File: src/rtl/core/assert_macros.svh
// ----------------------------------------------------------------------------
// Assertion macros
// Shared concurrent assertion forms for the RTL in this folder.
// ----------------------------------------------------------------------------
`ifndef ASSERT_MACROS_SVH
`define ASSERT_MACROS_SVH

// Checks a property at every rising clock edge outside reset.
`define ASSERT_CLKD(label, clk, rst, prop, msg) \
   label: assert property (@(posedge clk) disable iff (rst) (prop)) else $error(msg);

// Checks a property at every rising clock edge, reset included.
`define ASSERT_ALWAYS(label, clk, prop, msg) \
   label: assert property (@(posedge clk) (prop)) else $error(msg);

`endif

File: src/rtl/core/tpcu_pkg.sv
// ----------------------------------------------------------------------------
// Tracker pattern cell unpacker package
// Constants and types shared by the cell unpacker.
// ----------------------------------------------------------------------------
package tpcu_pkg;

   localparam int unsigned ByteWidth  = 8;
   localparam int unsigned FieldCount = 5;

   typedef logic [ByteWidth-1:0]  byte_type;
   typedef logic [FieldCount-1:0] field_mask_type;

   localparam byte_type       LeadMaskThreshold = 8'd128;
   localparam byte_type       FullFormFlags     = 8'hFF;
   localparam field_mask_type BitNote           = 5'h01;
   localparam field_mask_type BitInstrument     = 5'h02;
   localparam field_mask_type BitVolume         = 5'h04;
   localparam field_mask_type BitEffectKind     = 5'h08;
   localparam field_mask_type BitEffectArgument = 5'h10;
   localparam field_mask_type FullFormPending   =
      BitInstrument | BitVolume | BitEffectKind | BitEffectArgument;

   typedef struct packed {
      byte_type flags;
      byte_type note;
      byte_type instrument;
      byte_type volume;
      byte_type effect_kind;
      byte_type effect_argument;
   } cell_type;

endpackage

File: src/rtl/core/tracker_pattern_cell_unpacker_top.sv
// ----------------------------------------------------------------------------
// Tracker pattern cell unpacker
// Decodes a packed tracker pattern byte stream into one cell per completed
// cell.
// ----------------------------------------------------------------------------
// The block takes one packed pattern byte per cycle unless a byte that
// completes a cell waits in the input register behind a stalled output.
// Each byte is captured in an input register, decoded against the held cell
// state in a single pass, and the finished cell lands in the output
// register. A byte that completes no cell leaves the input register in the
// next cycle even while a cell waits at the output, so bytes are taken
// while the output stalls until one that completes a cell arrives. Absent
// fields repeat the previous cell; pattern start clears held values first.
`include "assert_macros.svh"

module tracker_pattern_cell_unpacker_top
   import tpcu_pkg::*;
(
   input  logic     clock,
   input  logic     reset,
   input  logic     req_valid,
   output logic     req_ready,
   input  byte_type req_data_byte,
   input  logic     req_pattern_start,
   output logic     rsp_valid,
   input  logic     rsp_ready,
   output byte_type rsp_cell_flags,
   output byte_type rsp_note_value,
   output byte_type rsp_instrument_number,
   output byte_type rsp_volume_value,
   output byte_type rsp_effect_kind,
   output byte_type rsp_effect_argument
);

   logic           in_valid_ff;
   byte_type       in_byte_ff;
   logic           in_start_ff;
   field_mask_type pending_ff;
   field_mask_type pending_in;
   cell_type       held_ff;
   cell_type       held_in;
   logic           emit;
   logic           advance;
   logic           rsp_valid_ff;
   logic           rsp_valid_in;
   cell_type       rsp_cell_ff;
   cell_type       cleared;

   assign advance   = in_valid_ff && (!emit || !rsp_valid_ff || rsp_ready);
   assign req_ready = !in_valid_ff || advance;

   always_comb begin
      cleared = held_ff;
      if (in_start_ff) begin
         cleared.note            = '0;
         cleared.instrument      = '0;
         cleared.volume          = '0;
         cleared.effect_kind     = '0;
         cleared.effect_argument = '0;
      end
   end

   always_comb begin
      held_in    = cleared;
      pending_in = in_start_ff ? '0 : pending_ff;
      emit       = 1'b0;
      if (pending_in == '0) begin
         if (in_byte_ff < LeadMaskThreshold) begin
            held_in.note  = in_byte_ff;
            held_in.flags = FullFormFlags;
            pending_in    = FullFormPending;
         end else begin
            held_in.flags = in_byte_ff;
            pending_in    = in_byte_ff[FieldCount-1:0];
            emit          = (pending_in == '0);
         end
      end else begin
         priority if (pending_in[0]) begin
            held_in.note = in_byte_ff;
            pending_in   = pending_in & ~BitNote;
         end else if (pending_in[1]) begin
            held_in.instrument = in_byte_ff;
            pending_in         = pending_in & ~BitInstrument;
         end else if (pending_in[2]) begin
            held_in.volume = in_byte_ff;
            pending_in     = pending_in & ~BitVolume;
         end else if (pending_in[3]) begin
            held_in.effect_kind = in_byte_ff;
            pending_in          = pending_in & ~BitEffectKind;
         end else begin
            held_in.effect_argument = in_byte_ff;
            pending_in              = '0;
         end
         emit = (pending_in == '0);
      end
   end

   always_comb begin
      rsp_valid_in = rsp_valid_ff && !rsp_ready;
      if (advance && emit) begin
         rsp_valid_in = 1'b1;
      end
   end

   always_ff @(posedge clock) begin
      if (reset) begin
         in_valid_ff  <= 1'b0;
         pending_ff   <= '0;
         held_ff      <= '0;
         rsp_valid_ff <= 1'b0;
      end else begin
         rsp_valid_ff <= rsp_valid_in;
         if (req_ready) begin
            in_valid_ff <= req_valid;
         end
         if (advance) begin
            pending_ff <= pending_in;
            held_ff    <= held_in;
         end
      end
   end

   always_ff @(posedge clock) begin
      if (req_valid && req_ready) begin
         in_byte_ff  <= req_data_byte;
         in_start_ff <= req_pattern_start;
      end
      if (advance && emit) begin
         rsp_cell_ff <= held_in;
      end
   end

   assign rsp_valid             = rsp_valid_ff;
   assign rsp_cell_flags        = rsp_cell_ff.flags;
   assign rsp_note_value        = rsp_cell_ff.note;
   assign rsp_instrument_number = rsp_cell_ff.instrument;
   assign rsp_volume_value      = rsp_cell_ff.volume;
   assign rsp_effect_kind       = rsp_cell_ff.effect_kind;
   assign rsp_effect_argument   = rsp_cell_ff.effect_argument;

   `ASSERT_CLKD(a_pending_in_flags, clock, reset, (pending_ff & ~held_ff.flags[FieldCount-1:0]) == '0, "Pending fields are not a subset of the cell flags.")
   `ASSERT_CLKD(a_rsp_hold, clock, reset, rsp_valid && !rsp_ready |=> rsp_valid && $stable(rsp_cell_ff), "Stalled cell changed.")
   `ASSERT_CLKD(a_emit_lands, clock, reset, advance && emit |=> rsp_valid_ff, "Completed cell did not reach the output register.")

endmodule

File: config.mk
export PLATFORM = sky130hd
export DESIGN_NAME = tracker_pattern_cell_unpacker_top
export DESIGN_NICKNAME = d
export VERILOG_FILES = /design/src/rtl/core/tpcu_pkg.sv /design/src/rtl/core/tracker_pattern_cell_unpacker_top.sv
export VERILOG_INCLUDE_DIRS = /design/src /design/src/rtl/core
export SDC_FILE = /design/constraint.sdc
export NUM_CORES = 1
export LEC_CHECK = 0
export ABC_CLOCK_PERIOD_IN_PS = 11200
export BUFFER_PORTS_ARGS = -buffer_cell sky130_fd_sc_hd__buf_2
export CAP_MARGIN = 20
export CORE_MARGIN = 5
export CORE_UTILIZATION = 60
export DETAILED_ROUTE_END_ITERATION = 10
export GPL_TIMING_DRIVEN = 0
export PLACE_DENSITY = 0.82
export SYNTH_ARGS = -nofsm -noshare
export SYNTH_HDL_FRONTEND = slang
export SYNTH_SLANG_ARGS = --single-unit
File: constraint.sdc
create_clock -name clock -period 11.2 [get_ports clock]
set_input_delay 0.56 -clock clock [delete_from_list [all_inputs] [get_ports clock]]
set_output_delay 0.56 -clock clock [all_outputs]
set_load 0.05 [all_outputs]
**Yosys cells after proc, flatten, opt, wreduce, memory -nomap -nowiden**

Index checks and enable logic that the tools add are counted.

- Bits in registers: 112
- Bits in latches: 0
- RAM bits: 0
- ROM bits: 0
- Input port bits: 13
- Output and inout port bits: 50
- Memories: 0

- Add/subtract/negate cells: 0
- Multiply operators: 0
- Div/mod/pow operators: 0
- Order comparisons: 1
- Equal/unequal tests: 0
- Shift operators: 0
- Muxes and demuxes: 25
- Bitwise logic cells: 0
- Reduce and logical (&&, ||, !) cells: 14

Operators by type and width:

| kind | count |
|---|---|
| 8-bit two-way mux | 9 |
| 32-bit two-way mux | 2 |
| 40-bit two-way mux | 1 |
| 5-bit two-way mux | 8 |
| 24-bit two-way mux | 1 |
| 16-bit two-way mux | 1 |
| 5-bit zero test | 3 |
| 8-bit less-than comparator (second input constant) | 1 |
| 1-bit logical AND | 4 |
| 1-bit zero test | 4 |
| 1-bit logical OR | 3 |
| 1-bit two-way mux | 3 |

**Depth between registers and ports, before layout**

- Word-level depth: 14
- Depth in mapped cells: 8
- Gate-level depth less buffers: 5

**Worst setup path before layout**

No wires, ideal clock.

- Path kind: register to register
- From: register pending_ff[1]
- To: register rsp_cell_ff, in the netlist rsp_cell_flags[0], enable pin
- Setup time: 0.454 ns
- Data arrival time: 3.752 ns
- Path slack: 6.995 ns
- Stages on the path, launching flop included: 8
- Path buffers: 3
- Cell sequence: dfxtp_1 buf_6 or4_4 o21a_4 o211a_1 buf_6 buf_8 nor2_1

- Longest elaborated chain between the ends: 11
- Elaborated cells on any way between the ends: 12
- Classes of those cells: mux: 5; reduce/logical: 7

Ends and longest elaborated chain:

| item | line | source |
|---|---|---|
| start: declaration | tracker_pattern_cell_unpacker_top.sv:38 | `field_mask_type pending_ff;` |
| start signal: assignment | tracker_pattern_cell_unpacker_top.sv:117 | `pending_ff <= pending_in;` |
| 5-bit two-way mux (*) | tracker_pattern_cell_unpacker_top.sv:65 | `pending_in = in_start_ff ? '0 : pending_ff;` |
| 5-bit two-way mux | tracker_pattern_cell_unpacker_top.sv:81 | `end else if (pending_in[1]) begin` |
| 5-bit two-way mux | tracker_pattern_cell_unpacker_top.sv:78 | `priority if (pending_in[0]) begin` |
| 5-bit two-way mux | tracker_pattern_cell_unpacker_top.sv:67 | `if (pending_in == '0) begin` |
| 5-bit zero test | tracker_pattern_cell_unpacker_top.sv:94 | `emit = (pending_in == '0);` |
| 1-bit two-way mux (*) | tracker_pattern_cell_unpacker_top.sv:67 |  |
| 1-bit zero test | tracker_pattern_cell_unpacker_top.sv:49 | `assign advance = in_valid_ff && (!emit \|\| !rsp_valid_ff \|\| rsp_ready);` |
| 1-bit logical OR (2 in a row) | tracker_pattern_cell_unpacker_top.sv:49 |  |
| 1-bit logical AND | tracker_pattern_cell_unpacker_top.sv:49 |  |
| 1-bit logical AND (*) | tracker_pattern_cell_unpacker_top.sv:128 | `if (advance && emit) begin` |
| end signal: assignment | tracker_pattern_cell_unpacker_top.sv:129 | `rsp_cell_ff <= held_in;` |
| end: declaration | tracker_pattern_cell_unpacker_top.sv:46 | `cell_type rsp_cell_ff;` |

Mark *: on every way between the ends. The rest lies on a longest branch, timed or not. The select of a mux whose other input is x is not followed.
A chain may end at the register's enable or synchronous reset.

**Final worst setup path**

- From: register pending_ff[1]
- To: output port req_ready

- Longest elaborated chain between the ends: 11
- Elaborated cells on any way between the ends: 12
- Classes of those cells: mux: 5; reduce/logical: 7

Ends and longest elaborated chain:

| item | line | source |
|---|---|---|
| 5-bit two-way mux (*) | tracker_pattern_cell_unpacker_top.sv:65 |  |
| 5-bit two-way mux | tracker_pattern_cell_unpacker_top.sv:81 |  |
| 5-bit two-way mux | tracker_pattern_cell_unpacker_top.sv:78 |  |
| 5-bit two-way mux | tracker_pattern_cell_unpacker_top.sv:67 |  |
| 5-bit zero test | tracker_pattern_cell_unpacker_top.sv:94 |  |
| 1-bit two-way mux (*) | tracker_pattern_cell_unpacker_top.sv:67 |  |
| 1-bit zero test (*) | tracker_pattern_cell_unpacker_top.sv:49 |  |
| 1-bit logical OR (*) (2 in a row) | tracker_pattern_cell_unpacker_top.sv:49 |  |
| 1-bit logical AND (*) | tracker_pattern_cell_unpacker_top.sv:49 |  |
| 1-bit logical OR (*) | tracker_pattern_cell_unpacker_top.sv:50 | `assign req_ready = !in_valid_ff \|\| advance;` |
| end: declaration | tracker_pattern_cell_unpacker_top.sv:22 | `output logic req_ready,` |

Marked as above.

==> summary.txt <==
Setup path
  • Buf/Inv on CP: 3
  • Worst-path fanout max: 10
  • Most used cell, CP: buf_6
  • CP Cell Sequence: buf_6, or4_4, o21a_4, o211a_1, buf_6, nor2_1, nand2_1, buf_2
  • Worst EP required: 10,640 ps
  • Worst r2r src: pending_ff[1]$_SDFFE_PP0P_
  • Worst R2R Setup Slack: between 8000 and 9000 ps
  • Crit-path max cell delay: 540 ps
  • R2R depth: 8
  • Critical path data arrival time: 2520 ps
  • Critical Path Slowest Stage Cell: or4_4
  • CP Capture Type: primary output
  • Worst path top cell family by delay: simple AND/OR/NAND/NOR gates
  • Startpoint types: flop
  • Critical path class: reg2out
  • Reg2reg end: rsp_volume_value[6]$_DFFE_PP_

Detailed routing
  • Post-DR wirelength/cell: 18.9 microns
  • Residual DRC: 0
  • WL final: 12.1 mm
  • First-pass detailed-route iteration total: 7
  • Vias per cell: 6.18
  • Post-DRT Antenna Nets: 0
  • Total vias in the final route: 3,981
  • Drt initial violations: 422

STA
  • Fin Hold WS: approximately 370 ps
  • Peak Freq: 325 MHz
  • Setup violators final: 0
  • Final min period: between 3000 and 4000 ps
  • Final max-slew violation count: 0
  • Final Hold Fails: 0
  • Max Clock Skew: 11.8 ps
  • Fin crit share: between 20% and 30%
  • Unrepaired setup endpoints after global routing: no
  • Relative slew slack: 44.3%
  • Final setup TNS: 0 ps
  • Worst slew pin tran: between 800 and 900 ps

Global route
  • GRT overflow: 0
  • Vias in the first global route: roughly 3,800
  • Largest net degree at the start of global routing: 37
  • Initial antenna violation count: 0
  • All-Layer GR Usage: 24.4%
  • First-pass GRT wire length: approximately 19 mm

Floorplanning
  • Die X: 100 microns
  • Ports: 63
  • Row count: 32
  • Die H: 100 microns
  • Starting Density: 62.2%
  • Core outline area: 0.00781 sq mm
  • Area of the die: 0.0100 sq mm

Finish
  • Layout area overhead: 14.1%
  • Register area: 0.00281 sq mm
  • Fillers: 578
  • Fin nets: 550
  • Footprint of the multi-input gates: around 0.0017 sq mm
  • Most frequent cells in the layout: buf_2 (67), nand2_1 (66), edfxtp_1 (57)
  • Antenna cell count: 0
  • Most common cell after layout, fill and taps aside: buf_2
  • Share of cells above drive strength 1: 20.8%

Clock network
  • H-tree Lvls: 3
  • CTS tree: built
  • Clk buf depth: 2
  • Root Driver: clkbuf_8
  • Post-CTS Setup Repair Bufs: 0
  • CTS Buf Count: 9
  • Post-CTS Resized: 0
  • CTS Hold Bufs: 0
  • Clk Latency, worst-skew pair: around 370 ps
  • Worst-path clk slew: about 90 ps
  • Clock sinks: between 100 and 150

Logic synthesis
  • Ranking of synthesized cells by area: edfxtp_1 (35%), dfxtp_1 (23%), o32ai_1 (5.4%)
  • Synthesized area: 0.00486 sq mm
  • Post-synthesis simple-gate area fraction: between 10 and 15%
  • Post-synthesis compound-gate area fraction: 20.8%
  • Ys async rst share: 0%
  • Synth warnings: 0
  • Syn Area/Cell: 10.5 sq um
  • Post-Synth XOR/XNOR Area: less than 1%
  • Flops & latches, synth: ~110
  • Synth top area share: about a third
  • Post-synthesis sequential area ratio: 57.9%
  • Mapped Cells: 463
  • Synth cell types: 44
  • Adder-cell share of the synthesized area: 0%
  • Cell taking the most area after synthesis: edfxtp_1
  • Number of synthesized flops with an enable pin: 57
  • Largest family of logic cells by synthesized area: compound AO/OA/AOI/OAI gates
  • Top_reg_cell synth: edfxtp_1
  • Mux cell area share after synthesis: under 10%
  • Syn Nets: 476

Hold path
  • Hold Crit Class: in2reg
  • WHS Endpoint: in_start_ff$_DFFE_PP_
  • Hold path start: req_pattern_start
  • Worst hold stages: 1

Pwr
  • Power Density: 152 mW/mm^2
  • Max VDD drop: 0.102 mV
  • P_leak: ~0.0019 uW
  • Total power: 845 uW

Place
  • GP Congestion: approximately 0.95
  • # port buffers: between 60 and 70
  • DP HPWL: 8.15 mm

Run
  • Max-cap violations: 0

Outcome
  • Status: finished, final reports clean
-- Yosys cell counts, types with 2 or more instances --
master	n
inv_1	31
buf_6	4
nor3_2	2
dfxtp_1	55
o211ai_2	2
clkbuf_1	29
o311ai_0	4
edfxtp_1	57
buf_1	2
o211ai_1	18
mux2i_1	5
o21ai_2	3
nor4b_1	4
o32ai_1	30
a21oi_1	23
nand3_1	4
a211oi_1	2
nor4_1	2
and3_1	2
o21ai_1	4
buf_2	6
o21ai_0	31
nand2_1	66
and2_1	2
o31ai_1	19
or3_1	3
nand2b_1	4
mux2_2	10
nor2b_1	2
nor2_1	23
-- logic make-up (layout without fill, tap and decap cells) --
family	Yosys count	count (layout)
multiplexers	15	15
AO/OA/AOI/OAI	143	143
flip-flops	112	112
AND/OR/NAND/NOR	117	117
XOR/XNOR	1	1
buffers and inverters	75	154
-- worst max-delay path by stage --
| stage | from | to | slack, ps | cells past startpoint |
|---|---|---|---|---|
| detailed placement | rsp_ready | in_byte_ff[1]$_DFFE_PP_ | 8240 | 6 |
| CTS | pending_ff[1]$_SDFFE_PP0P_ | req_ready | 8130 | 8 |
| floorplan | pending_ff[1]$_SDFFE_PP0P_ | rsp_cell_flags[0]$_DFFE_PP_ | 6990 | 7 |
| global route | in_byte_ff[3]$_DFFE_PP_ | req_ready | 7960 | 7 |
| global placement | pending_ff[1]$_SDFFE_PP0P_ | rsp_instrument_number[2]$_DFFE_PP_ | 6230 | 7 |
| finish | pending_ff[1]$_SDFFE_PP0P_ | req_ready | 8120 | 8 |
-- flip-flops by register name, summed over array words and instances (netlist names), 8 cells and up --
signal / cells
rsp_cell_flags: 8
rsp_effect_argument: 8
rsp_instrument_number: 8
cleared: 8
rsp_volume_value: 8
rsp_note_value: 8
held_ff: 40
in_byte_ff: 8
rsp_effect_kind: 8
-- area by class of cell --
class                   count  share of cell area (%)
clock inverters             7                    1.69
inverters                  31                    2.10
repair buffers             63                    5.96
plain buffers              44                    3.95
flip-flops and latches    112                    50.8
multi-input cells         276                    31.0
clock buffers               9                    2.24
well taps                 102                    2.30
-- power breakdown --
group | switching (uW) | leakage, uW | internal, uW
Clock | 133 | 0.000107 | 126
Combinational | 91.6 | 0.000792 | 37.9
Sequential | 7.56 | 0.000959 | 448
Total | 233 | 0.00186 | 612
-- worst reg2reg max path, stage by stage (launching register included) --
cell and delay (ps):
dfxtp_1 320, buf_6 130, or4_4 540, o21a_4 260
o211a_1 290, buf_6 170, buf_8 150, nor2_4 390
buf_12 270
-- metal layers --
layer  share of wire, %  global-route usage, %
met3                8.7                   5.98
met5                  0                      0
met1                 41                   32.2
met2                 49                   40.2
met4                2.2                   7.46
-- stage by stage --
step | instance area, sq um | setup slack, ps | util (%) | std cells
floorplan | 4860 | 6990 | - | 463
global placement | 5290 | 6230 | 67.8 | 626
detailed placement | 5320 | 8240 | 68.1 | 627
CTS | 5540 | 8130 | 70.9 | 643
global route | 5540 | 7960 | 71.0 | 644
finish | 5540 | 8120 | 71.0 | 644
(Power assumes the default switching activity.)
